$ cat src/rtl/core/mre_pkg.sv
// Shared types, codes and small tables for the mouse report encoder.
package mre_pkg;

  // Widths of the coordinate ports, the button code and the field value
  localparam int COL_W   = 12;
  localparam int CODE_W  = 8;
  localparam int FIELD_W = 13;   // largest field: 4095 + 32
  localparam int POS_W   = 2;    // up to four decimal digits or three UTF-8 bytes

  // Event kinds
  localparam logic [1:0] CMD_PRESS   = 2'd0;
  localparam logic [1:0] CMD_RELEASE = 2'd1;
  localparam logic [1:0] CMD_MOTION  = 2'd2;

  // Report characters
  localparam logic [7:0] CH_ESC  = 8'h1B;
  localparam logic [7:0] CH_LBR  = 8'h5B;  // '['
  localparam logic [7:0] CH_LT   = 8'h3C;  // '<'
  localparam logic [7:0] CH_SEMI = 8'h3B;  // ';'
  localparam logic [7:0] CH_UPM  = 8'h4D;  // 'M'
  localparam logic [7:0] CH_LOWM = 8'h6D;  // 'm'
  localparam logic [7:0] CH_ZERO = 8'h30;  // '0'

  // Report format register codes
  typedef enum logic [1:0] {
    FMT_X10   = 2'd0,
    FMT_UTF8  = 2'd1,
    FMT_SGR   = 2'd2,
    FMT_URXVT = 2'd3
  } fmt_t;

  // Serialiser steps
  typedef enum logic [3:0] {
    ST_IDLE,
    ST_ESC,
    ST_LBR,
    ST_PREFIX,
    ST_F0,
    ST_SEP0,
    ST_F1,
    ST_SEP1,
    ST_F2,
    ST_TERM
  } step_t;

  // Event handed from the input register to the serialiser
  typedef struct packed {
    logic              valid;
    logic              ok;      // button valid, report to be sent
    logic              rel;
    logic [CODE_W-1:0] code;
    logic [COL_W-1:0]  col;
    logic [COL_W-1:0]  row;
  } evt_t;

  // Button 1..9 to base code
  function automatic logic [CODE_W-1:0] btn_code(input logic [3:0] btn);
    logic [CODE_W-1:0] c;
    case (btn)
      4'd1:    c = 8'd0;
      4'd2:    c = 8'd1;
      4'd3:    c = 8'd2;
      4'd4:    c = 8'd64;
      4'd5:    c = 8'd65;
      4'd6:    c = 8'd66;
      4'd7:    c = 8'd67;
      4'd8:    c = 8'd128;
      4'd9:    c = 8'd129;
      default: c = 8'd0;
    endcase
    return c;
  endfunction

  // m times ten to the power k, for the digit compare
  function automatic logic [FIELD_W:0] dec_mult(input logic [POS_W-1:0] k,
                                                input logic [3:0] m);
    logic [FIELD_W:0] p;
    case (k)
      2'd0:    p = 14'd1;
      2'd1:    p = 14'd10;
      2'd2:    p = 14'd100;
      2'd3:    p = 14'd1000;
      default: p = 14'd1;
    endcase
    return (FIELD_W + 1)'(p * {10'd0, m});
  endfunction

endpackage

$ cat src/rtl/core/mre_event_stage.sv
// Input register and button code formation.
module mre_event_stage #(
  parameter int COORD_BITS = 12
) (
  input  logic                      clk,
  input  logic                      rst,
  input  mre_pkg::fmt_t             fmt,
  input  logic                      in_valid,
  output logic                      in_ready,
  input  logic [1:0]                command,
  input  logic [2:0]                modifier_keys,
  input  logic [3:0]                motion_button,
  input  logic [3:0]                button,
  input  logic [mre_pkg::COL_W-1:0] column,
  input  logic [mre_pkg::COL_W-1:0] row,
  input  logic                      take,
  output mre_pkg::evt_t             evt
);
  import mre_pkg::*;

  localparam int KeepBits = (COORD_BITS < COL_W) ? COORD_BITS : COL_W;
  localparam logic [COL_W-1:0] CoordMask = COL_W'((33'd1 << KeepBits) - 33'd1);

  logic              a_valid;
  logic [1:0]        a_cmd;
  logic [2:0]        a_mods;
  logic [3:0]        a_mbtn;
  logic [3:0]        a_btn;
  logic [COL_W-1:0]  a_col;
  logic [COL_W-1:0]  a_row;
  logic [CODE_W-1:0] base;
  logic              ok;

  assign in_ready = !a_valid || take;

  // Event register, refilled as soon as the serialiser takes the held beat
  always_ff @(posedge clk) begin
    if (rst) begin
      a_valid <= 1'b0;
    end else if (in_ready) begin
      a_valid <= in_valid;
    end
    if (in_ready && in_valid) begin
      a_cmd  <= command;
      a_mods <= modifier_keys;
      a_mbtn <= motion_button;
      a_btn  <= button;
      a_col  <= column & CoordMask;
      a_row  <= row & CoordMask;
    end
  end

  // Base button code; release outside SGR ignores the button field
  always_comb begin
    ok   = 1'b1;
    base = 8'd35;
    if (a_cmd == CMD_MOTION) begin
      if (a_mbtn >= 4'd1 && a_mbtn <= 4'd3) base = 8'd31 + {4'd0, a_mbtn};
      else base = 8'd35;
    end else if (a_cmd == CMD_RELEASE && fmt != FMT_SGR) begin
      base = 8'd3;
    end else begin
      ok   = (a_btn >= 4'd1) && (a_btn <= 4'd9);
      base = btn_code(a_btn);
    end
  end

  // Modifiers add 4, 8 and 16
  always_comb begin
    evt.valid = a_valid;
    evt.ok    = ok;
    evt.rel   = (a_cmd == CMD_RELEASE);
    evt.code  = base + {3'd0, a_mods[2], a_mods[1], a_mods[0], 2'd0};
    evt.col   = a_col;
    evt.row   = a_row;
  end

endmodule

$ cat src/rtl/core/mre_serializer.sv
// Report sequencer: walks the report one byte per cycle while out_free, decimal digits by compare.
module mre_serializer (
  input  logic          clk,
  input  logic          rst,
  input  mre_pkg::fmt_t fmt,
  input  mre_pkg::evt_t evt,
  output logic          take,
  input  logic          out_free,
  output logic          push,
  output logic [7:0]    push_byte,
  output logic          push_last
);
  import mre_pkg::*;

  step_t              step, step_next;
  logic               rel;
  logic [CODE_W-1:0]  code;
  logic [COL_W-1:0]   col;
  logic [COL_W-1:0]   row;
  logic [FIELD_W-1:0] fval, fval_next;
  logic [POS_W-1:0]   fpos, fpos_next;

  logic               dec;
  logic               adv;
  logic               fdone;
  logic [FIELD_W-1:0] raw;
  logic               off;
  logic [FIELD_W-1:0] val_in;
  logic [POS_W-1:0]   start_pos;
  logic [8:0]         ge;
  logic [3:0]         digit;
  logic [FIELD_W:0]   sub;
  logic [FIELD_W-1:0] rem;
  logic [7:0]         utf_byte;
  logic [7:0]         field_byte;
  logic               ser_free;

  assign dec   = (fmt == FMT_SGR) || (fmt == FMT_URXVT);
  assign adv   = (step != ST_IDLE) && out_free;
  assign fdone = (fpos == '0);
  assign push  = adv;

  // Value of the field about to start
  always_comb begin
    case (step)
      ST_LBR, ST_PREFIX: begin
        raw = {{(FIELD_W-CODE_W){1'b0}}, code};
        off = (fmt != FMT_SGR);
      end
      ST_F0, ST_SEP0: begin
        raw = {{(FIELD_W-COL_W){1'b0}}, col};
        off = !dec;
      end
      default: begin
        raw = {{(FIELD_W-COL_W){1'b0}}, row};
        off = !dec;
      end
    endcase
    val_in = raw + (off ? FIELD_W'(32) : FIELD_W'(0));
  end

  // First byte position of that field
  always_comb begin
    case (fmt)
      FMT_X10:  start_pos = 2'd0;
      FMT_UTF8: begin
        if (val_in >= FIELD_W'(2048))     start_pos = 2'd2;
        else if (val_in >= FIELD_W'(128)) start_pos = 2'd1;
        else                              start_pos = 2'd0;
      end
      default: begin
        if (val_in >= FIELD_W'(1000))     start_pos = 2'd3;
        else if (val_in >= FIELD_W'(100)) start_pos = 2'd2;
        else if (val_in >= FIELD_W'(10))  start_pos = 2'd1;
        else                              start_pos = 2'd0;
      end
    endcase
  end

  // Leading decimal digit: parallel compares against m * 10^k
  always_comb begin
    for (int m = 1; m <= 9; m++) begin
      ge[m-1] = {1'b0, fval} >= dec_mult(fpos, 4'(m));
    end
    digit = 4'd0;
    for (int i = 0; i < 9; i++) begin
      digit = digit + {3'd0, ge[i]};
    end
    sub = dec_mult(fpos, digit);
    rem = fval - sub[FIELD_W-1:0];
  end

  // UTF-8 byte at the current position
  always_comb begin
    case (fpos)
      2'd2: utf_byte = {4'b1110, 3'b000, fval[12]};
      2'd1: begin
        if (fval >= FIELD_W'(2048)) utf_byte = {2'b10, fval[11:6]};
        else                        utf_byte = {3'b110, fval[10:6]};
      end
      default: begin
        if (fval >= FIELD_W'(128)) utf_byte = {2'b10, fval[5:0]};
        else                       utf_byte = {1'b0, fval[6:0]};
      end
    endcase
    case (fmt)
      FMT_X10:  field_byte = fval[7:0];
      FMT_UTF8: field_byte = utf_byte;
      default:  field_byte = CH_ZERO + {4'd0, digit};
    endcase
  end

  // Byte and last flag for the current step
  always_comb begin
    push_last = 1'b0;
    case (step)
      ST_ESC:    push_byte = CH_ESC;
      ST_LBR:    push_byte = CH_LBR;
      ST_PREFIX: push_byte = (fmt == FMT_SGR) ? CH_LT : CH_UPM;
      ST_SEP0,
      ST_SEP1:   push_byte = CH_SEMI;
      ST_TERM: begin
        push_byte = (fmt == FMT_SGR && rel) ? CH_LOWM : CH_UPM;
        push_last = 1'b1;
      end
      ST_F0, ST_F1: push_byte = field_byte;
      ST_F2: begin
        push_byte = field_byte;
        push_last = fdone && !dec;
      end
      default:   push_byte = CH_ESC;
    endcase
  end

  assign ser_free = (step == ST_IDLE) || (adv && push_last);
  assign take     = evt.valid && ser_free;

  // Step sequencing and field walking
  always_comb begin
    step_next = step;
    fval_next = fval;
    fpos_next = fpos;
    if (adv) begin
      case (step)
        ST_ESC: step_next = ST_LBR;
        ST_LBR: begin
          if (fmt == FMT_URXVT) begin
            step_next = ST_F0;
            fval_next = val_in;
            fpos_next = start_pos;
          end else begin
            step_next = ST_PREFIX;
          end
        end
        ST_PREFIX, ST_SEP0, ST_SEP1: begin
          step_next = (step == ST_PREFIX) ? ST_F0 :
                      (step == ST_SEP0)   ? ST_F1 : ST_F2;
          fval_next = val_in;
          fpos_next = start_pos;
        end
        ST_F0, ST_F1, ST_F2: begin
          if (!fdone) begin
            fpos_next = fpos - 2'd1;
            if (dec) fval_next = rem;
          end else if (step == ST_F2) begin
            step_next = dec ? ST_TERM : ST_IDLE;
          end else if (dec) begin
            step_next = (step == ST_F0) ? ST_SEP0 : ST_SEP1;
          end else begin
            step_next = (step == ST_F0) ? ST_F1 : ST_F2;
            fval_next = val_in;
            fpos_next = start_pos;
          end
        end
        ST_TERM: step_next = ST_IDLE;
        default: step_next = step;
      endcase
    end
    // A new report starts as the previous one ends
    if (take) begin
      step_next = evt.ok ? ST_ESC : ST_IDLE;
    end
  end

  always_ff @(posedge clk) begin
    if (rst) begin
      step <= ST_IDLE;
    end else begin
      step <= step_next;
    end
    fval <= fval_next;
    fpos <= fpos_next;
    if (take) begin
      rel  <= evt.rel;
      code <= evt.code;
      col  <= evt.col;
      row  <= evt.row;
    end
  end

endmodule

$ cat src/rtl/core/mre_out_stage.sv
// Output register for the byte stream.
module mre_out_stage (
  input  logic       clk,
  input  logic       rst,
  input  logic       push,
  input  logic [7:0] push_byte,
  input  logic       push_last,
  output logic       out_free,
  output logic       m_tvalid,
  input  logic       m_tready,
  output logic [7:0] m_tdata,
  output logic       m_tlast
);

  assign out_free = !m_tvalid || m_tready;

  // Load a new beat whenever the held one is gone or being taken
  always_ff @(posedge clk) begin
    if (rst) begin
      m_tvalid <= 1'b0;
    end else if (out_free) begin
      m_tvalid <= push;
    end
    if (out_free && push) begin
      m_tdata <= push_byte;
      m_tlast <= push_last;
    end
  end

endmodule

$ cat src/rtl/core/mouse_report_encoder_top.sv
// Mouse report encoder: pointer events in, terminal report bytes out.
// The first byte goes through the event, serialiser step and output registers.
// Throughput: one byte per cycle unless m_tready stalls the output; the next
// report starts as the previous one pushes its last byte; a dropped event sends none.
// Reset: synchronous, clears the format register to X10 and empties all stages.
module mouse_report_encoder_top #(
  parameter int COORD_BITS = 12
) (
  input  logic        clk,
  input  logic        rst,
  // s_tdata: command[1:0], modifier_keys[4:2], motion_button[8:5], button[12:9],
  //          column[24:13], row[36:25], zero[39:37]
  input  logic        s_tvalid,
  output logic        s_tready,
  input  logic [39:0] s_tdata,
  // m_tdata: out_byte[7:0]; m_tlast carries last_byte
  output logic        m_tvalid,
  input  logic        m_tready,
  output logic [7:0]  m_tdata,
  output logic        m_tlast,
  // register port
  input  logic        psel,
  input  logic        penable,
  input  logic        pwrite,
  input  logic [1:0]  paddr,
  input  logic [31:0] pwdata,
  output logic [31:0] prdata,
  output logic        pready
);
  import mre_pkg::*;

  fmt_t       fmt;
  evt_t       evt;
  logic       take;
  logic       out_free;
  logic       push;
  logic [7:0] push_byte;
  logic       push_last;

  // Format register; single register, so every address maps to it
  assign pready = 1'b1;
  assign prdata = {30'd0, fmt};

  always_ff @(posedge clk) begin
    if (rst) begin
      fmt <= FMT_X10;
    end else if (psel && penable && pwrite && pready && paddr[1:0] <= 2'd3) begin
      fmt <= fmt_t'(pwdata[1:0]);
    end
  end

  mre_event_stage #(
    .COORD_BITS (COORD_BITS)
  ) u_event (
    .clk           (clk),
    .rst           (rst),
    .fmt           (fmt),
    .in_valid      (s_tvalid),
    .in_ready      (s_tready),
    .command       (s_tdata[1:0]),
    .modifier_keys (s_tdata[4:2]),
    .motion_button (s_tdata[8:5]),
    .button        (s_tdata[12:9]),
    .column        (s_tdata[24:13]),
    .row           (s_tdata[36:25]),
    .take          (take),
    .evt           (evt)
  );

  mre_serializer u_ser (
    .clk       (clk),
    .rst       (rst),
    .fmt       (fmt),
    .evt       (evt),
    .take      (take),
    .out_free  (out_free),
    .push      (push),
    .push_byte (push_byte),
    .push_last (push_last)
  );

  mre_out_stage u_out (
    .clk       (clk),
    .rst       (rst),
    .push      (push),
    .push_byte (push_byte),
    .push_last (push_last),
    .out_free  (out_free),
    .m_tvalid  (m_tvalid),
    .m_tready  (m_tready),
    .m_tdata   (m_tdata),
    .m_tlast   (m_tlast)
  );

endmodule
$ cat config.mk
export PLATFORM = sky130hd
export DESIGN_NAME = mouse_report_encoder_top
export DESIGN_NICKNAME = d
export VERILOG_FILES = /design/src/rtl/core/mre_pkg.sv /design/src/rtl/core/mre_event_stage.sv /design/src/rtl/core/mre_serializer.sv /design/src/rtl/core/mre_out_stage.sv /design/src/rtl/core/mouse_report_encoder_top.sv
export SDC_FILE = /design/constraint.sdc
export NUM_CORES = 1
export LEC_CHECK = 0
export BUFFER_PORTS_ARGS = -buffer_cell sky130_fd_sc_hd__buf_2
export CAP_MARGIN = 10
export CORE_ASPECT_RATIO = 1.2
export CORE_MARGIN = 8
export CORE_UTILIZATION = 45
export CTS_BUF_LIST = sky130_fd_sc_hd__clkbuf_4
export CTS_CLUSTER_SIZE = 40
export DETAILED_ROUTE_END_ITERATION = 16
export PLACE_DENSITY_LB_ADDON = 0.05
export SLEW_MARGIN = 20
export SYNTH_ARGS = -nofsm -noshare
export SYNTH_HDL_FRONTEND = slang
export SYNTH_SLANG_ARGS = --single-unit
$ cat constraint.sdc
create_clock -name clk -period 8.05 [get_ports clk]
set_clock_uncertainty 0.05 [all_clocks]
set_input_delay 0.805 -clock clk [delete_from_list [all_inputs] [get_ports clk]]
set_output_delay 0.805 -clock clk [all_outputs]
set_load 0.005 [all_outputs]
== Word-level counts from Yosys, hierarchy flattened ==
Memories as Yosys holds them, arrays and structs flattened. A register that Yosys moved wholly into a read port is not among the register bits.
Index checks and enable logic that the tools add are counted.

* ROM bits: 64
* Register bits after elaboration: 102
* Input bits: 81
* Memories kept: 1
* Logic and storage cells: 166

{| class="wikitable"
|+ Memories
! memory !! words !! bits a word !! rd ports !! clocked after Yosys merged registers in !! wr ports !! RTL line !! source
|-
| (no name shown) || 16 || 4 || 1 || 1 || 0 || mre_pkg.sv:59 || <nowiki>case (btn)</nowiki>
|}

* Equal/unequal tests: 23
* $add $sub $neg: 14
* Muxes and demuxes: 48
* Reductions and logical operators: 35
* Magnitude comparators: 21
* Multiply operators: 6

{| class="wikitable"
|+ Operators by type and width
! kind !! number
|-
| $ge A13 B14 Y1 || 9
|-
| $mux W13 || 5
|-
| $pmux W14 S4 || 1
|-
| $mux W4 || 10
|-
| $pmux W8 S5 || 1
|-
| $pmux W13 S3 || 1
|-
| $mux W8 || 4
|-
| $pmux W8 S2 || 2
|-
| $add A4 B1 Y4 || 7
|-
| $mul A14 B3 Y14 const B || 2
|-
| $ge A13 B12 Y1 const B || 2
|-
| $ge A13 B8 Y1 const B || 2
|-
| $pmux W12 S2 || 1
|-
| $pmux W4 S5 || 1
|-
| $eq A4 B3 Y1 const B || 4
|-
| $mux W2 || 8
|-
| $mul A14 B2 Y13 const B || 1
|-
| $mul A14 B2 Y14 const B || 1
|-
| $mul A14 B4 Y13 || 1
|-
| $mul A14 B4 Y14 const B || 1
|-
| $mux W7 || 2
|-
| $add A12 B13 Y13 || 1
|-
| $ge A13 B10 Y1 const B || 1
|-
| $ge A13 B4 Y1 const B || 1
|-
| 40 further kinds || 78
|}

== Longest topological paths before layout ==
* Word-level depth: 16
* Depth in mapped cells: 36
* Gate-level depth less buffers: 35

== Hierarchy ==
A second synthesis with hierarchy kept.

* Cells, all modules: 903
* Area, all modules: 8,852.2 um^2

{| class="wikitable"
|+ Modules (own cells, without submodules)
! module !! seq. area each (um^2) !! area an instance (um^2) !! cells each !! instances
|-
| mre_serializer || 1,521.5 || 6,513.7 || 739 || 1
|-
| mre_event_stage || 1,211.2 || 1,676.6 || 108 || 1
|-
| mouse_report_encoder_top || 40.0 || 336.6 || 42 || 1
|-
| mre_out_stage || 290.3 || 325.3 || 14 || 1
|}

== Least setup slack after synthesis ==
Ideal clock, no wire load.

* Kind: reg2reg
* Start: reg u_ser.fpos[0]
* End: reg u_ser.fval[11] (data pin)
* Path slack: -214 ps
* Stages on the path, launching flop included: 31
* Buffers on the path: 0
* Clock period less this slack: 8,264 ps
* Data arrival time: 7,952 ps
* Cells stage by stage: edfxtp_1 -> inv_1 -> ha_1 -> ha_1 -> inv_1 -> o21ai_0 -> a21o_1 -> a21o_1 -> a211o_1 -> a21o_1 -> a41oi_1 -> o21ai_0 -> ha_1 -> fa_1 -> fa_1 -> fa_1 -> ha_1 -> fa_1 -> xnor2_1 -> nand2_1 -> fa_1 -> fa_1 -> inv_1 -> fa_1 -> inv_1 -> ha_1 -> a2111o_1 -> a31oi_1 -> a21oi_1 -> xnor2_1 -> a21oi_1

* Cells in the longest elaborated chain, start to end: 16
* Elaborated cells on any way between the ends: 32
* Classes of those cells: add/sub (9); mul (6); order compare (9); eq/ne (3); mux (4); reduce/logical (1)

{| class="wikitable"
|+ Ends and longest elaborated chain
! element !! RTL line !! source
|-
| start: declaration || mre_serializer.sv:21 || <nowiki>logic [POS_W-1:0] fpos, fpos_next;</nowiki>
|-
| start signal: assignment || mre_serializer.sv:192 || <nowiki>fpos <= fpos_next;</nowiki>
|-
| $eq A2 B2 Y1 (tied with other cells) || mre_pkg.sv:78 || <nowiki>case (k)</nowiki>
|-
| $pmux W14 S4 || mre_pkg.sv:78 ||
|-
| $mul A14 B2 Y14 or $ge A13 B14 Y1 (tied branches) || mre_pkg.sv:85, mre_serializer.sv:83 ||
|-
| $ge A13 B14 Y1 or $add A1 B1 Y2 (tied branches) || mre_serializer.sv:83, mre_serializer.sv:87 ||
|-
| $add A4 B1 Y4 (7 in a row) || mre_serializer.sv:87 || <nowiki>digit = digit + {3'd0, ge[i]};</nowiki>
|-
| $mul A14 B4 Y13 || mre_pkg.sv:85 || <nowiki>return (FIELD_W + 1)'(p * {10'd0, m});</nowiki>
|-
| $sub A13 B13 Y13 || mre_serializer.sv:90 || <nowiki>rem = fval - sub[FIELD_W-1:0];</nowiki>
|-
| $mux W13 || mre_serializer.sv:164 || <nowiki>if (dec) fval_next = rem;</nowiki>
|-
| $mux W13 * || mre_serializer.sv:162 || <nowiki>if (!fdone) begin</nowiki>
|-
| $pmux W13 S3 * || mre_serializer.sv:144 || <nowiki>case (step)</nowiki>
|-
| end signal: assignment || mre_serializer.sv:191 || <nowiki>fval <= fval_next;</nowiki>
|-
| end: declaration || mre_serializer.sv:20 || <nowiki>logic [FIELD_W-1:0] fval, fval_next;</nowiki>
|}

Mark *: on every way between the ends. The rest lies on a longest branch, timed or not. The select of a mux whose other input is x is not followed.
A chain may end at the register's enable or synchronous reset.

== Final worst setup path ==
* Start: reg u_ser.fpos[0]
* End: reg u_ser.fval[10] (data pin)

Same word-level chain as after synthesis.

==> flow_summary.json <==
{
  "status": "complete, no violations",
  "register_area_um2": 3063,
  "overflow": 0,
  "dp_cells": 1297,
  "min-delay-path-class": "register to register",
  "ys_seq_area_share_pct": 34.65,
  "worst_path_max_delay_cell": "fa_1",
  "area_growth_pct": 19.28,
  "reg2reg_slack_ps": 70,
  "cts_max_path_buffers": 2,
  "synthFlopType": "edfxtp_1",
  "worstMarginPinSlew_ps": 694.4,
  "grt_pass1_wl_um": 35860,
  "grt_pass1_vias": 7094,
  "final_antenna_net_count": 0,
  "finalSetupViolCount": 0,
  "mostFrequentLayoutCells": "buf_4 (109), ha_1 (95), edfxtp_1 (94)",
  "vias_per_cell": 5.255,
  "grt_use_total_pct": 18.55,
  "clock_sinks": 106,
  "post_drt_wl_per_cell_um": 16.60,
  "critPathMaxFanout": 5,
  "end_kind": "register",
  "grt_start_max_net_pins": 38,
  "cts_hold_buf": 0,
  "required_ps": 8220,
  "critPathKind": "register to register",
  "final_common_cell": "buf_4",
  "root_buffer": "clkbuf_4",
  "n_fill_cell": 1849,
  "fin_util_pct": 54.33,
  "cts.htree.levels": 3,
  "hold_viol_final": 0,
  "path_clk_slew_ps": 180,
  "maxCapViolations": 0,
  "max_freq_mhz": 125.4,
  "cp-start-kind": "register",
  "worstSkewPairLatency_ps": 450,
  "fin_cells": 1332,
  "die_y_um": 169.5,
  "yosys_register_bits": 106,
  "cts_buffers": 9,
  "synth_top_family_by_area": "adder cells",
  "synth.cell_area_um2": 8840,
  "multi_input_area_um2": 5461,
  "dieArea_um2": 24400,
  "synth_adder_area_share_pct": 22.14,
  "cts_tree": "done",
  "place_hpwl_um": 17560,
  "drive_gt1_share_pct": 24.02,
  "yosysUniqueCellTypes": 73,
  "crit_top_cell": "fa_1",
  "io_pins": 125,
  "synth_edf_count": 94,
  "port_buffers": 58,
  "drc": 0,
  "synth-compound-area-share_pct": 18.60,
  "core_area_um2": 19410,
  "yosys.area_share.simple_pct": 12.38,
  "rsz0062_at_grt": "true",
  "synth_xor_area_share_pct": 2.675,
  "start_util_pct": 45.55,
  "die_x_um": 143.9,
  "drtIter0Drc": 400,
  "hold_ws_ps": 379.9,
  "fin_crit_ps": 7975,
  "antenna_found_initial": 1,
  "vias": 7000,
  "first_pass_iters": 5,
  "synth_cells": 909,
  "gp_congestion": 0.8803,
  "avgSynthCellArea_um2": 9.725,
  "ys.warnings.count": 0,
  "cp.arrival_ps": 8140,
  "synthMuxAreaShare_pct": 1.146,
  "cpPeakStageDelay_ps": 550,
  "drv_slew": 0,
  "std_cell_rows": 56,
  "final_nets": 1285,
  "slew_headroom_pct": 53.53,
  "finalWirelength_um": 22120,
  "fin_crit_sh_pct": 99.07,
  "synth-async-reset-ratio_pct": 0
}
[cell families after synthesis]
| family | count (synthesis) |
|---|---|
| fa+ha+maj | 139 |
| mux | 10 |
| other cells | 2 |
| buf+inv | 157 |
| xor+xnor | 27 |
| flops | 106 |
| compound gates | 245 |
| simple gates | 223 |
[sequential cells by signal (all words and copies together), names as in the netlist, named ones only]
signal and count:
u_event.a_mbtn 4, u_ser.rel 1, u_ser.col 12, u_out.m_tdata 8, u_ser.step 4, u_event.a_row 12, u_ser.fval 13, u_event.a_btn 4
u_out.m_tlast 1, u_ser.row 12, u_out.m_tvalid 1, u_event.a_cmd 2, u_ser.fpos 2, fmt 2, u_event.a_valid 1, u_event.a_mods 3
u_ser.code 8, u_event.a_col 12
[metrics by stage]
stage	cell area [um^2]	setup TNS (ps)	setup slack [ps]
2_1_floorplan	8981	0	16.25
3_3_place_gp	9965	-1510	-349.8
3_5_place_dp	9965	-1886	-386.3
4_1_cts	10200	0	3.311
5_1_grt	10540	-821.4	-210.7
6_report	10540	0	74.73
[path summary, 6_finish.rpt]
path,startpoint,to,cells after the start
worst max-delay path,u_ser.fpos[0],u_ser.fval[10],34
worst min register to register,u_event.a_row[7],u_ser.row[7],0
worst min-delay path,u_event.a_row[7],u_ser.row[7],0
worst max register to register,u_ser.fpos[0],u_ser.fval[10],34
[critical path: cells and delay by family, from the launching register on]
kind            cells  cell delay (ps)
fa+ha+maj          11             4130
xor+xnor            1              190
flops               1              460
buf+inv             7              680
compound gates     11             1510
simple gates        4              710
[cells in the mapped netlist, types with 6 or more instances]
cell	count	area, um^2
ha_1	110	1376
inv_1	98	367.9
edfxtp_1	94	2823
nand2_1	72	270.3
a21oi_1	69	345.3
nor2_1	53	198.9
o21ai_0	46	230.2
buf_4	34	255.2
fa_1	29	580.6
xnor2_1	22	192.7
a21o_1	20	150.1
clkbuf_1	17	63.81
and2_1	16	100.1
nand2b_1	14	87.58
nand3_1	13	65.06
o211ai_1	13	97.59
o21a_1	13	97.59
dfxtp_1	12	240.2
nor2b_1	12	75.07
nor3_1	12	60.06
a21boi_0	9	67.56
mux2i_1	9	90.09
a211oi_1	8	60.06
a31oi_1	7	43.79
or3_1	6	37.54
[final cells by class]
| cell class | count | area share (%) |
|---|---|---|
| timing repair buffer | 173 | 11.15 |
| multi-input combinational | 675 | 51.80 |
| sequential | 106 | 29.05 |
| inverter | 100 | 3.584 |
| clock buffer | 10 | 0.7120 |
| antenna | 1 | 0.02373 |
| tap | 261 | 3.097 |
| clock inverter | 6 | 0.5815 |
[layer usage]
layer	share of wire, %	wire, um	up-vias	GRT usage, %
li1	-	-	3505	-
met5	0	0	-	0
met3	2.8	611	42	1.970
met4	3.6	790	0	7.421
met2	53	11660	163	34.76
met1	41	9053	3290	20.83
[repair_timing]
item / 4_1_cts / 5_1_grt
resized for setup: 21 / 47
pin swaps: 17 / 47
setup endpoints to repair: 7 / 8
buffers inserted: 5 / 13
Power is left out: the tool's default activity adds up to more than one toggle a clock period on the data nets, which glitch-free logic cannot reach.
